`src/ucf_pkg.sv`:
```
// ----------------------------------------------------------------------------
// ucf_pkg
// Shared types, codes and helper functions of the UTF-8 case fold transform.
// ----------------------------------------------------------------------------
package ucf_pkg;

    // mode register codes, code 3 acts as lower-case only
    localparam logic [1:0] MODE_LOWER    = 2'd0;
    localparam logic [1:0] MODE_NORM     = 2'd1;
    localparam logic [1:0] MODE_TRANSLIT = 2'd2;

    localparam int CP_W = 21;

    localparam logic [CP_W-1:0] CP_REPLACE   = 21'h00FFFD;
    localparam logic [CP_W-1:0] CP_CYR_UP_LO = 21'h000410;
    localparam logic [CP_W-1:0] CP_CYR_UP_HI = 21'h00042F;
    localparam logic [CP_W-1:0] CP_CYR_YO_UP = 21'h000401;
    localparam logic [CP_W-1:0] CP_CYR_YO_LO = 21'h000451;
    localparam logic [CP_W-1:0] CP_CYR_LO_LO = 21'h000430;
    localparam logic [CP_W-1:0] CP_CYR_LO_HI = 21'h00044F;
    localparam logic [CP_W-1:0] CP_LAT_UP_LO = 21'h0000C0;
    localparam logic [CP_W-1:0] CP_LAT_UP_HI = 21'h0000DE;
    localparam logic [CP_W-1:0] CP_LAT_MUL   = 21'h0000D7;
    localparam logic [CP_W-1:0] CP_CASE_OFS  = 21'h000020;
    localparam logic [7:0]      BYTE_SPACE   = 8'h20;
    localparam logic [4:0]      LATIN_IDX_YO = 5'd5;

    typedef enum logic [2:0] {
        S_IDLE,
        S_CHECK,
        S_DECODE,
        S_EMIT,
        S_FINISH
    } ucf_state_t;

    typedef enum logic [1:0] {
        PLAN_NONE,
        PLAN_ENC,
        PLAN_TR
    } plan_kind_t;

    typedef struct packed {
        logic take;
        logic decode;
        logic emit;
        logic finish;
    } ucf_cmd_t;

    typedef struct packed {
        logic in_valid;
        logic go;
        logic plan_empty;
        logic more_after;
        logic step_ok;
        logic k_last;
        logic more;
        logic finish_ok;
    } ucf_sts_t;

    typedef struct packed {
        logic [1:0] len;
        logic [7:0] b0;
        logic [7:0] b1;
        logic [7:0] b2;
    } latin_t;

    function automatic logic [2:0] lead_len(input logic [7:0] c);
        logic [2:0] n;
        if (!c[7])
            n = 3'd1;
        else if (c[7:5] == 3'b110)
            n = 3'd2;
        else if (c[7:4] == 4'b1110)
            n = 3'd3;
        else if (c[7:3] == 5'b11110)
            n = 3'd4;
        else
            n = 3'd1;
        return n;
    endfunction

    function automatic logic [CP_W-1:0] lower_cp(input logic [CP_W-1:0] cp);
        logic [CP_W-1:0] r;
        r = cp;
        if (cp >= 21'h41 && cp <= 21'h5A)
            r = cp + CP_CASE_OFS;
        else if (cp >= CP_CYR_UP_LO && cp <= CP_CYR_UP_HI)
            r = cp + CP_CASE_OFS;
        else if (cp == CP_CYR_YO_UP)
            r = CP_CYR_YO_LO;
        else if (cp >= CP_LAT_UP_LO && cp <= CP_LAT_UP_HI && cp != CP_LAT_MUL)
            r = cp + CP_CASE_OFS;
        return r;
    endfunction

    function automatic logic [2:0] enc_len(input logic [CP_W-1:0] cp);
        logic [2:0] n;
        if (cp <= 21'h7F)
            n = 3'd1;
        else if (cp <= 21'h7FF)
            n = 3'd2;
        else if (cp <= 21'hFFFF)
            n = 3'd3;
        else
            n = 3'd4;
        return n;
    endfunction

    function automatic logic [7:0] enc_byte(input logic [CP_W-1:0] cp, input logic [2:0] j);
        logic [2:0] n;
        logic [7:0] r;
        n = enc_len(cp);
        r = 8'h00;
        case (n)
            3'd1: r = {1'b0, cp[6:0]};
            3'd2: r = (j == 3'd0) ? {3'b110, cp[10:6]} : {2'b10, cp[5:0]};
            3'd3:
            begin
                case (j)
                    3'd0:    r = {4'b1110, cp[15:12]};
                    3'd1:    r = {2'b10, cp[11:6]};
                    default: r = {2'b10, cp[5:0]};
                endcase
            end
            default:
            begin
                case (j)
                    3'd0:    r = {5'b11110, cp[20:18]};
                    3'd1:    r = {2'b10, cp[17:12]};
                    3'd2:    r = {2'b10, cp[11:6]};
                    default: r = {2'b10, cp[5:0]};
                endcase
            end
        endcase
        return r;
    endfunction

    // latin spelling of the lower cyrillic letters from U+0430
    function automatic latin_t latin_of(input logic [4:0] idx);
        latin_t r;
        unique case (idx)
            5'd0:  r = {2'd1, "a", 16'h0};
            5'd1:  r = {2'd1, "b", 16'h0};
            5'd2:  r = {2'd1, "v", 16'h0};
            5'd3:  r = {2'd1, "g", 16'h0};
            5'd4:  r = {2'd1, "d", 16'h0};
            5'd5:  r = {2'd1, "e", 16'h0};
            5'd6:  r = {2'd2, "zh", 8'h0};
            5'd7:  r = {2'd1, "z", 16'h0};
            5'd8:  r = {2'd1, "i", 16'h0};
            5'd9:  r = {2'd1, "y", 16'h0};
            5'd10: r = {2'd1, "k", 16'h0};
            5'd11: r = {2'd1, "l", 16'h0};
            5'd12: r = {2'd1, "m", 16'h0};
            5'd13: r = {2'd1, "n", 16'h0};
            5'd14: r = {2'd1, "o", 16'h0};
            5'd15: r = {2'd1, "p", 16'h0};
            5'd16: r = {2'd1, "r", 16'h0};
            5'd17: r = {2'd1, "s", 16'h0};
            5'd18: r = {2'd1, "t", 16'h0};
            5'd19: r = {2'd1, "u", 16'h0};
            5'd20: r = {2'd1, "f", 16'h0};
            5'd21: r = {2'd1, "h", 16'h0};
            5'd22: r = {2'd2, "ts", 8'h0};
            5'd23: r = {2'd2, "ch", 8'h0};
            5'd24: r = {2'd2, "sh", 8'h0};
            5'd25: r = {2'd3, "sch"};
            5'd26: r = {2'd0, 24'h0};
            5'd27: r = {2'd1, "y", 16'h0};
            5'd28: r = {2'd0, 24'h0};
            5'd29: r = {2'd1, "e", 16'h0};
            5'd30: r = {2'd2, "yu", 8'h0};
            5'd31: r = {2'd2, "ya", 8'h0};
        endcase
        return r;
    endfunction

endpackage

```
`src/ucf_in_if.sv`:
```
// ----------------------------------------------------------------------------
// ucf_in_if
// Input byte channel: valid/ready handshake with raw byte and end flag.
// ----------------------------------------------------------------------------
interface ucf_in_if;
    logic       valid;
    logic       ready;
    logic [7:0] in_byte;
    logic       string_last;

    modport source (output valid, output in_byte, output string_last, input ready);
    modport sink   (input valid, input in_byte, input string_last, output ready);
endinterface

```
`src/ucf_out_if.sv`:
```
// ----------------------------------------------------------------------------
// ucf_out_if
// Output byte channel: valid/ready handshake with result byte and flags.
// ----------------------------------------------------------------------------
interface ucf_out_if;
    logic       valid;
    logic       ready;
    logic [7:0] out_byte;
    logic       byte_valid;
    logic       run_last;
    logic       string_end;

    modport source (output valid, output out_byte, output byte_valid, output run_last,
                    output string_end, input ready);
    modport sink   (input valid, input out_byte, input byte_valid, input run_last,
                    input string_end, output ready);
endinterface

```
`src/ucf_ctrl.sv`:
```
// ----------------------------------------------------------------------------
// ucf_ctrl
// Sequencer: take a byte, check for a complete sequence, decode code points,
// emit their bytes and close the request.
// ----------------------------------------------------------------------------
module ucf_ctrl
    import ucf_pkg::*;
(
    input  logic     clk,
    input  logic     rst_n,
    input  ucf_sts_t sts,
    output ucf_cmd_t cmd
);

    ucf_state_t state_reg;
    ucf_state_t state_next;

    always_ff @(posedge clk or negedge rst_n)
    begin
        if (!rst_n)
            state_reg <= S_IDLE;
        else
            state_reg <= state_next;
    end

    always_comb
    begin
        state_next = state_reg;
        unique case (state_reg)
            S_IDLE:
            begin
                if (sts.in_valid)
                    state_next = S_CHECK;
            end
            S_CHECK:
            begin
                state_next = sts.go ? S_DECODE : S_IDLE;
            end
            S_DECODE:
            begin
                if (!sts.plan_empty)
                    state_next = S_EMIT;
                else
                    state_next = sts.more_after ? S_DECODE : S_FINISH;
            end
            S_EMIT:
            begin
                if (sts.step_ok && sts.k_last)
                    state_next = sts.more ? S_DECODE : S_FINISH;
            end
            S_FINISH:
            begin
                if (sts.finish_ok)
                    state_next = S_IDLE;
            end
            default: state_next = S_IDLE;
        endcase
    end

    always_comb
    begin
        cmd = '0;
        unique case (state_reg)
            S_IDLE:   cmd.take   = 1'b1;
            S_CHECK:  cmd        = '0;
            S_DECODE: cmd.decode = 1'b1;
            S_EMIT:   cmd.emit   = 1'b1;
            S_FINISH: cmd.finish = 1'b1;
            default:  cmd        = '0;
        endcase
    end

endmodule

```
`src/ucf_datapath.sv`:
```
// ----------------------------------------------------------------------------
// ucf_datapath
// Byte hold buffer, code point decode, lower-casing, mode plan, byte emission
// through a one-byte look-behind stage and the output register.
// ----------------------------------------------------------------------------
module ucf_datapath
    import ucf_pkg::*;
(
    input  logic             clk,
    input  logic             rst_n,
    ucf_in_if.sink           in_ch,
    ucf_out_if.source        out_ch,
    input  logic             cfg_we,
    input  logic [1:0]       cfg_wdata,
    input  ucf_cmd_t         cmd,
    output ucf_sts_t         sts
);

    logic [1:0]      mode_reg;
    logic [7:0]      held_reg [4];
    logic [2:0]      held_count_reg;
    logic [2:0]      pos_reg;
    logic            last_reg;
    logic            space_pending_reg;
    logic            after_sep_reg;
    logic [CP_W-1:0] lc_reg;
    plan_kind_t      kind_reg;
    logic            space_reg;
    logic [2:0]      cnt_reg;
    logic [2:0]      k_reg;
    logic            pend_valid_reg;
    logic [7:0]      pend_byte_reg;
    logic            out_valid_reg;
    logic [7:0]      out_byte_reg;
    logic            out_bv_reg;
    logic            out_rl_reg;
    logic            out_se_reg;

    logic            accept;
    logic [1:0]      p;
    logic [7:0]      c0;
    logic [7:0]      c1;
    logic [7:0]      c2;
    logic [7:0]      c3;
    logic [2:0]      n;
    logic            fits;
    logic [CP_W-1:0] dec_cp;
    logic [2:0]      dec_pos_next;
    logic [CP_W-1:0] lc;
    logic            alnum;
    logic            cyr_lower;
    logic [4:0]      tr_idx;
    latin_t          tr_plan;
    plan_kind_t      plan_kind;
    logic            plan_space;
    logic [2:0]      plan_cnt;
    logic            space_pending_next;
    logic            after_sep_next;

    logic [2:0]      j;
    logic [4:0]      em_idx;
    latin_t          em_latin;
    logic [7:0]      em_byte;
    logic            slot_free;
    logic            step;
    logic            fin;
    logic            load_emit;
    logic            load_fin;

    assign accept      = cmd.take & in_ch.valid;
    assign in_ch.ready = cmd.take;

    // decode the code point whose lead sits at pos
    assign p  = pos_reg[1:0];
    assign c0 = held_reg[p];
    assign c1 = held_reg[p + 2'd1];
    assign c2 = held_reg[p + 2'd2];
    assign c3 = held_reg[p + 2'd3];
    assign n  = lead_len(c0);
    assign fits = ({1'b0, pos_reg} + {1'b0, n}) <= {1'b0, held_count_reg};

    always_comb
    begin
        dec_cp       = CP_REPLACE;
        dec_pos_next = pos_reg + 3'd1;
        if (!c0[7])
        begin
            dec_cp = {13'd0, c0};
        end
        else if (n != 3'd1 && fits)
        begin
            dec_pos_next = pos_reg + n;
            case (n)
                3'd2:    dec_cp = {10'd0, c0[4:0], c1[5:0]};
                3'd3:    dec_cp = {5'd0, c0[3:0], c1[5:0], c2[5:0]};
                default: dec_cp = {c0[2:0], c1[5:0], c2[5:0], c3[5:0]};
            endcase
        end
    end

    assign lc        = lower_cp(dec_cp);
    assign alnum     = (lc >= 21'h80) || (lc >= 21'h30 && lc <= 21'h39)
                       || (lc >= 21'h61 && lc <= 21'h7A);
    assign cyr_lower = (lc >= CP_CYR_LO_LO && lc <= CP_CYR_LO_HI) || (lc == CP_CYR_YO_LO);
    // offset from U+0430 in the low five bits flips bit 4
    assign tr_idx    = (lc == CP_CYR_YO_LO) ? LATIN_IDX_YO : {~lc[4], lc[3:0]};
    assign tr_plan   = latin_of(tr_idx);

    always_comb
    begin
        plan_kind          = PLAN_ENC;
        plan_space         = 1'b0;
        space_pending_next = space_pending_reg;
        after_sep_next     = after_sep_reg;
        if (mode_reg == MODE_NORM)
        begin
            if (alnum)
            begin
                plan_space         = space_pending_reg;
                space_pending_next = 1'b0;
                after_sep_next     = 1'b0;
            end
            else
            begin
                plan_kind = PLAN_NONE;
                if (!after_sep_reg)
                begin
                    space_pending_next = 1'b1;
                    after_sep_next     = 1'b1;
                end
            end
        end
        else if (mode_reg == MODE_TRANSLIT && cyr_lower)
        begin
            plan_kind = PLAN_TR;
        end
    end

    always_comb
    begin
        case (plan_kind)
            PLAN_ENC: plan_cnt = enc_len(lc) + {2'b00, plan_space};
            PLAN_TR:  plan_cnt = {1'b0, tr_plan.len};
            default:  plan_cnt = 3'd0;
        endcase
    end

    // byte k of the planned list
    assign j        = k_reg - {2'b00, space_reg};
    assign em_idx   = (lc_reg == CP_CYR_YO_LO) ? LATIN_IDX_YO : {~lc_reg[4], lc_reg[3:0]};
    assign em_latin = latin_of(em_idx);

    always_comb
    begin
        if (space_reg && k_reg == 3'd0)
            em_byte = BYTE_SPACE;
        else if (kind_reg == PLAN_TR)
        begin
            case (k_reg)
                3'd0:    em_byte = em_latin.b0;
                3'd1:    em_byte = em_latin.b1;
                default: em_byte = em_latin.b2;
            endcase
        end
        else
            em_byte = enc_byte(lc_reg, j);
    end

    assign slot_free = !out_valid_reg || out_ch.ready;
    assign step      = cmd.emit & (!pend_valid_reg || slot_free);
    assign fin       = cmd.finish & (slot_free || (!pend_valid_reg && !last_reg));
    assign load_emit = step & pend_valid_reg;
    assign load_fin  = fin & (pend_valid_reg | last_reg);

    always_comb
    begin
        sts            = '0;
        sts.in_valid   = in_ch.valid;
        sts.go         = last_reg || (lead_len(held_reg[0]) <= held_count_reg);
        sts.plan_empty = (plan_cnt == 3'd0);
        sts.more_after = last_reg && (dec_pos_next < held_count_reg);
        sts.step_ok    = !pend_valid_reg || slot_free;
        sts.k_last     = (k_reg == cnt_reg - 3'd1);
        sts.more       = last_reg && (pos_reg < held_count_reg);
        sts.finish_ok  = slot_free || (!pend_valid_reg && !last_reg);
    end

    // control state
    always_ff @(posedge clk or negedge rst_n)
    begin
        if (!rst_n)
        begin
            mode_reg          <= MODE_LOWER;
            held_count_reg    <= 3'd0;
            pos_reg           <= 3'd0;
            last_reg          <= 1'b0;
            space_pending_reg <= 1'b0;
            after_sep_reg     <= 1'b1;
            kind_reg          <= PLAN_NONE;
            space_reg         <= 1'b0;
            cnt_reg           <= 3'd0;
            k_reg             <= 3'd0;
            pend_valid_reg    <= 1'b0;
            out_valid_reg     <= 1'b0;
        end
        else
        begin
            if (cfg_we)
                mode_reg <= cfg_wdata;
            if (accept)
            begin
                held_count_reg <= {1'b0, held_count_reg[1:0]} + 3'd1;
                last_reg       <= in_ch.string_last;
            end
            if (cmd.decode)
            begin
                pos_reg           <= dec_pos_next;
                kind_reg          <= plan_kind;
                space_reg         <= plan_space;
                cnt_reg           <= plan_cnt;
                k_reg             <= 3'd0;
                space_pending_reg <= space_pending_next;
                after_sep_reg     <= after_sep_next;
            end
            if (step)
            begin
                k_reg          <= k_reg + 3'd1;
                pend_valid_reg <= 1'b1;
            end
            if (fin)
            begin
                held_count_reg <= 3'd0;
                pos_reg        <= 3'd0;
                pend_valid_reg <= 1'b0;
                if (last_reg)
                begin
                    space_pending_reg <= 1'b0;
                    after_sep_reg     <= 1'b1;
                end
            end
            if (load_emit || load_fin)
                out_valid_reg <= 1'b1;
            else if (out_ch.ready)
                out_valid_reg <= 1'b0;
        end
    end

    // payload
    always_ff @(posedge clk)
    begin
        if (accept)
            held_reg[held_count_reg[1:0]] <= in_ch.in_byte;
        if (cmd.decode)
            lc_reg <= lc;
        if (step)
            pend_byte_reg <= em_byte;
        if (load_emit)
        begin
            out_byte_reg <= pend_byte_reg;
            out_bv_reg   <= 1'b1;
            out_rl_reg   <= 1'b0;
            out_se_reg   <= 1'b0;
        end
        else if (load_fin)
        begin
            // with nothing pending this is the bare end marker
            out_byte_reg <= pend_valid_reg ? pend_byte_reg : 8'h00;
            out_bv_reg   <= pend_valid_reg;
            out_rl_reg   <= 1'b1;
            out_se_reg   <= last_reg;
        end
    end

    assign out_ch.valid      = out_valid_reg;
    assign out_ch.out_byte   = out_byte_reg;
    assign out_ch.byte_valid = out_bv_reg;
    assign out_ch.run_last   = out_rl_reg;
    assign out_ch.string_end = out_se_reg;

    a_held_bound: assert property (@(posedge clk) disable iff (!rst_n)
        held_count_reg <= 3'd4)
        else $error("held byte count beyond four");

    a_idle_no_pend: assert property (@(posedge clk) disable iff (!rst_n)
        cmd.take |-> !pend_valid_reg)
        else $error("pending byte left over at idle");

    a_emit_in_range: assert property (@(posedge clk) disable iff (!rst_n)
        cmd.emit |-> (k_reg < cnt_reg))
        else $error("emit index past planned byte count");

    a_marker_form: assert property (@(posedge clk) disable iff (!rst_n)
        (out_valid_reg && !out_bv_reg) |-> (out_rl_reg && out_se_reg && out_byte_reg == 8'h00))
        else $error("malformed end marker");

endmodule

```
`src/utf8_case_fold_transform.sv`:
```
// ----------------------------------------------------------------------------
// utf8_case_fold_transform
// Lower-cases a UTF-8 byte stream, with optional word normalization
// (mode 1) or Cyrillic-to-Latin transliteration (mode 2). One input request
// is one raw byte; each result carries one output byte, or a bare end marker
// for a string that leaves nothing. A byte that completes a sequence emits
// up to 5 bytes; when the string ends on a cut-off sequence, each further
// code point in the held bytes is decoded and emitted in turn. The sequencer
// decodes one code point at a time and takes no new byte until it is done;
// the output register moves one byte per cycle, and a stalled output holds
// the sequencer in place.
// ----------------------------------------------------------------------------
module utf8_case_fold_transform
    import ucf_pkg::*;
(
    input  logic       clk,
    input  logic       rst_n,
    ucf_in_if.sink     in_ch,
    ucf_out_if.source  out_ch,
    input  logic       cfg_we,
    input  logic [1:0] cfg_wdata
);

    ucf_cmd_t cmd;
    ucf_sts_t sts;

    ucf_ctrl u_ctrl (
        .clk   (clk),
        .rst_n (rst_n),
        .sts   (sts),
        .cmd   (cmd)
    );

    ucf_datapath u_datapath (
        .clk       (clk),
        .rst_n     (rst_n),
        .in_ch     (in_ch),
        .out_ch    (out_ch),
        .cfg_we    (cfg_we),
        .cfg_wdata (cfg_wdata),
        .cmd       (cmd),
        .sts       (sts)
    );

endmodule

```
`src/flat_wrapper.sv`:
```
// flat-port wrapper written by rule: the top's interface ports become plain ports
module utf8_case_fold_transform_flat import ucf_pkg::*;
  (clk, rst_n, cfg_we, cfg_wdata, in_ch_valid, in_ch_in_byte, in_ch_string_last, in_ch_ready, out_ch_valid, out_ch_out_byte, out_ch_byte_valid, out_ch_run_last, out_ch_string_end, out_ch_ready);
  ucf_in_if in_ch_i ();
  ucf_out_if out_ch_i ();
  input  logic clk;
  input  logic rst_n;
  input  logic cfg_we;
  input  logic [1:0] cfg_wdata;
  input wire logic [$bits(in_ch_i.valid)-1:0] in_ch_valid;
  input wire logic [$bits(in_ch_i.in_byte)-1:0] in_ch_in_byte;
  input wire logic [$bits(in_ch_i.string_last)-1:0] in_ch_string_last;
  output wire logic [$bits(in_ch_i.ready)-1:0] in_ch_ready;
  output wire logic [$bits(out_ch_i.valid)-1:0] out_ch_valid;
  output wire logic [$bits(out_ch_i.out_byte)-1:0] out_ch_out_byte;
  output wire logic [$bits(out_ch_i.byte_valid)-1:0] out_ch_byte_valid;
  output wire logic [$bits(out_ch_i.run_last)-1:0] out_ch_run_last;
  output wire logic [$bits(out_ch_i.string_end)-1:0] out_ch_string_end;
  input wire logic [$bits(out_ch_i.ready)-1:0] out_ch_ready;
  assign in_ch_i.valid = in_ch_valid;
  assign in_ch_i.in_byte = in_ch_in_byte;
  assign in_ch_i.string_last = in_ch_string_last;
  assign in_ch_ready = in_ch_i.ready;
  assign out_ch_valid = out_ch_i.valid;
  assign out_ch_out_byte = out_ch_i.out_byte;
  assign out_ch_byte_valid = out_ch_i.byte_valid;
  assign out_ch_run_last = out_ch_i.run_last;
  assign out_ch_string_end = out_ch_i.string_end;
  assign out_ch_i.ready = out_ch_ready;
  utf8_case_fold_transform u_core (.clk(clk), .rst_n(rst_n), .in_ch(in_ch_i), .out_ch(out_ch_i), .cfg_we(cfg_we), .cfg_wdata(cfg_wdata));
endmodule
```
`config.mk`:
```
export PLATFORM = sky130hd
export DESIGN_NAME = utf8_case_fold_transform_flat
export DESIGN_NICKNAME = d
export VERILOG_FILES = /design/src/ucf_pkg.sv /design/src/ucf_in_if.sv /design/src/ucf_out_if.sv /design/src/ucf_ctrl.sv /design/src/ucf_datapath.sv /design/src/utf8_case_fold_transform.sv /design/src/flat_wrapper.sv
export SDC_FILE = /design/constraint.sdc
export NUM_CORES = 1
export LEC_CHECK = 0
export ABC_AREA = 1
export BUFFER_PORTS_ARGS = -buffer_cell sky130_fd_sc_hd__buf_2
export CAP_MARGIN = 0
export CORE_ASPECT_RATIO = 0.5
export CORE_MARGIN = 8
export CORE_UTILIZATION = 57
export CTS_BUF_LIST = sky130_fd_sc_hd__clkbuf_16
export DETAILED_ROUTE_END_ITERATION = 7
export PLACE_DENSITY = 0.77
export SLEW_MARGIN = 20
export SYNTH_ARGS = -nofsm -noshare
export SYNTH_HDL_FRONTEND = slang
export SYNTH_SLANG_ARGS = --single-unit
```
`constraint.sdc`:
```
create_clock -name clk -period 5.8 [get_ports clk]
set_input_delay 1.16 -clock clk [delete_from_list [all_inputs] [get_ports clk]]
set_output_delay 1.16 -clock clk [all_outputs]
set_load 0.005 [all_outputs]
```
==> qor.txt, run 1 <==
slowest cell on the critical path -> dfrtp_2
syn_area_per_cell -> 7.18 µm²
most area-hungry cell type in the Yosys netlist -> edfxtp_1
final setup margin -> -0.284 ns
total negative slack -> -1.06 ns
die span in x -> 183 µm
Final setup viols -> 7
beginning of the critical path -> u_core.u_datapath.pos_reg[0]
antenna violations before repair -> 0
TritonRoute pass-1 iters -> 5
synthesis-to-finish area growth -> 29.7%
final hold violations -> 0
CTS HTree Levels -> 3
clk slew on worst S/H paths -> 0.08 ns
Die Footprint -> 0.0181 mm²
Rows -> 30
Worst-Margin Slew -> 0.934 ns
RSZ-0062 raised after global routing -> true
Fillers -> 1014
largest net degree at the start of global routing -> 34
max incr delay on CP -> 0.46 ns
Max-Cap Viols -> 0
nets -> 1339
DR vias/cell -> 5.50
register area share after synthesis -> 34.9%
cts bufs inserted -> 9
drt initial violations -> 749
main area contributors after synthesis -> edfxtp_1, nand2_1, dfrtp_1
area of the multi-input gates -> 0.00495 mm²
ys flop type -> edfxtp_1
n_diodes -> 0
crit-path most repeated cell -> nand2_1
Synth Instances -> 1102
status -> finished with violations
max reg flops -> 32
GRT overflow -> 0
gpl congestion -> 1.02
Root Driver -> clkbuf_16
count leader, synth -> nand2_1
die height -> 99.3 µm
register area -> 0.00276 mm²
share of the synthesized area in the top cell type -> 26.2%
FF+latch count, synth -> 97
period utilisation layout -> 105%
failing checks -> setup timing
most frequent cells after synthesis -> nand2_1, inv_1, nor2_1
post-DP HPWL -> 17.9 mm
crit path DAT -> 6.29 ns
post-route antenna net violation count -> 0
Final Util -> 75.7%
share of layout cells above drive strength 1 -> 29.2%
TritonCTS clock tree -> built
CTS sink count -> 97
min Tclk post-route -> 6.08 ns
CTS Buffer Depth -> 2
io pins -> 29
Synth cell types -> 59
Post-synth EDFFs -> 69
average wire per standard cell -> 15.9 µm
crit-path max FO -> 8
post-synthesis async set-or-reset flop share -> 25.8%
Tightest Hold Check Type -> flop to flop
final WL -> 23.5 mm
crit end category -> flop
Slew headroom -> 37.3%
CORE AREA -> 0.0136 mm²
Total GRT Usage -> 25.5%
worst r2r src -> u_core.u_datapath.pos_reg[0]
vias in the first global route -> 7734
Initial Util -> 58.4%
first-pass GRT wire length -> 37.8 mm
Max Transition Viols Final -> 0
type of the worst setup path -> flop to flop
Port Buffers -> 28
vias -> 8127
Syn Nets -> 1160
Mapped Area -> 0.00791 mm²
worst min-delay path startpoint -> u_core.u_datapath.out_ch.run_last
crit path launch type -> flop
worst-skew pair later-pin latency -> 0.35 ns
YS warnings -> 0
WP data required -> 6.01 ns
Max Clock Skew -> 0.0160 ns
Max Freq -> 0.164 GHz
Residual DRC -> 0
[through the flow]
| step | cell area (µm²) | setup slack, ns | hold WS (ns) | cells |
|---|---|---|---|---|
| 6_report | 10300 | -0.284 | 0.452 | 1478 |
| 5_1_grt | 10300 | -0.620 | 0.482 | 1478 |
| 2_1_floorplan | 7940 | 0.00301 | 0.447 | 1102 |
| 3_3_place_gp | 9010 | -0.184 | 0.434 | 1409 |
| 3_5_place_dp | 9010 | -0.332 | 0.440 | 1409 |
| 4_1_cts | 9920 | -0.105 | 0.452 | 1457 |
[worst max-delay path: cells and delay by family (launching register included)]
kind | cells | cell delay (ns)
and+or+nand+nor | 25 | 2.23
adders and majority gates | 5 | 1.10
buffers and inverters | 9 | 1.04
AOI/OAI and AO/OA | 4 | 0.68
DFF | 1 | 0.46
xor gates and xnor gates | 3 | 0.43
[cell families after synthesis]
kind of cell / Yosys count / synth area share [%]
adder cells (fa/ha/maj): 42 / 6.74
AO/OA/AOI/OAI: 178 / 14.0
AND/OR/NAND/NOR: 598 / 33.9
XOR/XNOR: 9 / 0.997
buffers and inverters: 178 / 9.43
flip-flops: 97 / 34.9
[area by class of cell]
type                            count  share of cell area (%)
Timing Repair Buffer              195                    14.0
Clock inverter                      7                   0.720
Tap cell                          192                    2.34
Multi-Input combinational cell    829                    48.3
Sequential cell                    97                    26.9
Timing Repair inverter              1                  0.0732
Clock buffer                        9                    2.20
Inverter                          148                    5.49
[layout by cell type, fill, tap and decap left out, types with 4 or more instances in the layout]
cell type	count
nor2_4	17
o211ai_1	9
ha_2	4
nor2_1	90
buf_2	28
inv_2	11
nor4_1	5
nand2_2	36
o21ai_2	10
dfrtp_1	23
nand3_4	4
a21oi_2	5
xnor2_1	5
ha_1	32
nand2_4	13
nor3_1	13
nor2_2	16
nand3_1	74
a221oi_1	6
o221ai_1	4
ha_4	5
o21ai_4	8
nand2_1	291
a31oi_1	5
nand4_1	16
inv_1	132
nand3_2	11
a21oi_1	26
buf_4	155
o21ai_0	61
o2111ai_1	6
buf_6	12
clkbuf_16	9
o21ai_1	10
edfxtp_1	69
o22ai_1	8
[worst paths after layout]
check | endpoint | slack [ns] | cells past startpoint
setup / recovery | u_core.u_ctrl.state_reg[1] | -0.28 | 46
hold / removal | u_core.u_datapath.out_ch.run_last | 0.45 | 2
setup reg to reg | u_core.u_ctrl.state_reg[1] | -0.28 | 46
hold reg to reg | u_core.u_datapath.out_ch.run_last | 0.45 | 2
max in group asynchronous | u_core.u_datapath.pos_reg[0] | 4.56 | 1
min in group asynchronous | u_core.u_datapath.pos_reg[1] | 0.81 | 1
[routing by layer]
layer / GRT usage (%) / share of wire, % / vias to the layer above
li1: - / - / 4028
met1: 31.7 / 44 / 3696
met2: 43.5 / 46 / 333
met3: 4.62 / 6.5 / 70
met4: 10.4 / 3.7 / 0
met5: 0 / 0 / -
[what timing repair did]
| action | in CTS | in global routing |
|---|---|---|
| endpoints found under the hold margin | 0 | 0 |
| gates cloned | 3 | 0 |
| endpoints found under the setup margin | 6 | 10 |
| gates resized for setup | 87 | 46 |
| hold buffers | 0 | 0 |
| pin swaps | 42 | 56 |
| buffers inserted | 29 | 21 |
Power of run 1 is not shown: default switching activity piles up to over one toggle a cycle in this logic, so the estimate is an artifact.
==> run 2, diff against run 1 <==
--- a/config.mk
+++ b/config.mk
@@ -10,10 +10,10 @@
 export CAP_MARGIN = 0
 export CORE_ASPECT_RATIO = 0.5
 export CORE_MARGIN = 8
-export CORE_UTILIZATION = 57
+export CORE_UTILIZATION = 69
 export CTS_BUF_LIST = sky130_fd_sc_hd__clkbuf_16
 export DETAILED_ROUTE_END_ITERATION = 7
-export PLACE_DENSITY = 0.77
+export PLACE_DENSITY = 0.87
 export SLEW_MARGIN = 20
 export SYNTH_ARGS = -nofsm -noshare
 export SYNTH_HDL_FRONTEND = slang
==> constraint.sdc (replaced) <==
create_clock -name clk -period 7.2 [get_ports clk]
set_input_delay 1.44 -clock clk [delete_from_list [all_inputs] [get_ports clk]]
set_output_delay 1.44 -clock clk [all_outputs]
set_load 0.005 [all_outputs]
==> run 2 against run 1 <==
- the run now ends clean
- wire length down 9.8%
- die area decreased by 15%
- non-clock buffer count fell by 151
==> qor.txt, run 2 (same netlist as run 1, synthesis figures left out) <==
status -> finished clean
area of the multi-input gates -> 0.00445 mm²
TritonCTS clock tree -> built
vias -> 7831
die span in x -> 167 µm
worst-skew pair later-pin latency -> 0.36 ns
Final setup viols -> 0
n_diodes -> 0
max incr delay on CP -> 0.47 ns
Post-DP Area -> 0.00813 mm²
register area -> 0.00276 mm²
worst hold slack -> 0.453 ns
nets -> 1186
first-pass GRT wire length -> 34.7 mm
crit end category -> flop
CTS sink count -> 97
post-route antenna net violation count -> 0
Fillers -> 845
type of the worst setup path -> flop to flop
crit-path most repeated cell -> nand2_1
final design area excluding fillers -> 0.00852 mm²
drt initial violations -> 1010
antenna violations before repair -> 0
reg-to-reg slack, setup -> 0.40 ns
final setup margin -> 0.402 ns
hold buffer count at cts -> 0
crit path launch type -> flop
Die Footprint -> 0.0154 mm²
hold path depth -> 2
io pins -> 29
slowest cell on the critical path -> dfrtp_2
Port Buffers -> 28
Max Transition Viols Final -> 0
Max-Cap Viols -> 0
final hold violations -> 0
Total GRT Usage -> 27.3%
CORE AREA -> 0.0111 mm²
GRT overflow -> 0
post-DP HPWL -> 16.2 mm
CTS HTree Levels -> 3
WP data required -> 7.41 ns
Post-Place Worst Slack -> 0.314 ns
Placed Cells incl. Taps -> 1256
clk slew on worst S/H paths -> 0.07 ns
crit-path max FO -> 31
vias in the first global route -> 7179
Rows -> 27
crit path DAT -> 7.01 ns
CTS Buffer Depth -> 2
Tightest Hold Check Type -> flop to flop
gpl congestion -> 1.03
Initial Util -> 71.4%
R2R depth -> 45
reg-to-reg endpoint -> u_core.u_ctrl.state_reg[1]
Root Driver -> clkbuf_16
Max Freq -> 0.147 GHz
largest net degree at the start of global routing -> 34
TritonRoute pass-1 iters -> 6
worst min-delay path startpoint -> u_core.u_datapath.out_ch.run_last
Max Clock Skew -> 0.0135 ns
Slew headroom -> 16.7%
Endpoint, Worst Hold -> u_core.u_datapath.out_ch.run_last
final WL -> 21.2 mm
Residual DRC -> 0
period utilisation layout -> 94.4%
DR vias/cell -> 6.13
synthesis-to-finish area growth -> 7.78%
most frequent cells in the layout -> nand2_1, inv_1, nor2_1
average wire per standard cell -> 16.6 µm
fin cells -> 1278
die height -> 91.7 µm
min Tclk post-route -> 6.80 ns
max reg flops -> 32
cts bufs inserted -> 9
worst r2r src -> u_core.u_datapath.pos_reg[0]
commonest non-fill, non-tap cell in the layout -> nand2_1
share of layout cells above drive strength 1 -> 12.2%
Worst-Margin Slew -> 1.22 ns
==> run 2: worst max-delay path by stage <==
stage	startpoint	end	slack [ns]
finish	u_core.u_datapath.pos_reg[0]	u_core.u_ctrl.state_reg[1]	0.40
global route	u_core.u_datapath.pos_reg[0]	u_core.u_ctrl.state_reg[1]	-0.07
CTS	u_core.u_datapath.pos_reg[0]	u_core.u_ctrl.state_reg[1]	0.24
detailed placement	u_core.u_datapath.pos_reg[0]	u_core.u_ctrl.state_reg[1]	0.31
global placement	u_core.u_datapath.pos_reg[0]	u_core.u_ctrl.state_reg[1]	0.49
floorplan	u_core.u_datapath.pos_reg[0]	u_core.u_ctrl.state_reg[1]	1.18
==> run 2: area by class of cell <==
type                            count  share of cell area [%]
Inverter                          148                    6.61
Multi-Input combinational cell    828                    52.3
Clock inverter                      7                   0.837
Tap cell                          145                    2.13
Clock buffer                        9                    2.64
Sequential cell                    97                    32.4
Timing Repair Buffer               44                    3.14
==> run 2: critical path: cells and delay by family (launching register included) <==
family	cells	cell delay, ns
adders and majority gates	5	1.24
DFF	1	0.47
buffers and inverters	5	0.76
AOI/OAI and AO/OA	7	1.29
and+or+nand+nor	28	2.88
==> run 2: timing repair <==
| action | 4_1_cts | 5_1_grt |
|---|---|---|
| setup buffers | 0 | 5 |
| setup endpoints to repair | 0 | 5 |
| resized for setup | 0 | 13 |
==> run 2: per-layer routing <==
| metal | global-route usage [%] | part of all wire [%] |
|---|---|---|
| met1 | 34.2 | 43 |
| met2 | 46.9 | 46 |
| met3 | 5.52 | 8.2 |
| met4 | 9.00 | 2.5 |
| met5 | 0 | 0 |
==> run 2: stage by stage <==
stage                     setup TNS (ns)  utilization, %
after floorplan                        0               -
after global placement                 0            73.4
after detailed placement               0            73.4
after CTS                              0            76.0
after global routing              -0.120            76.9
final                                  0            76.9
Power of run 2 is left out for the same reason.
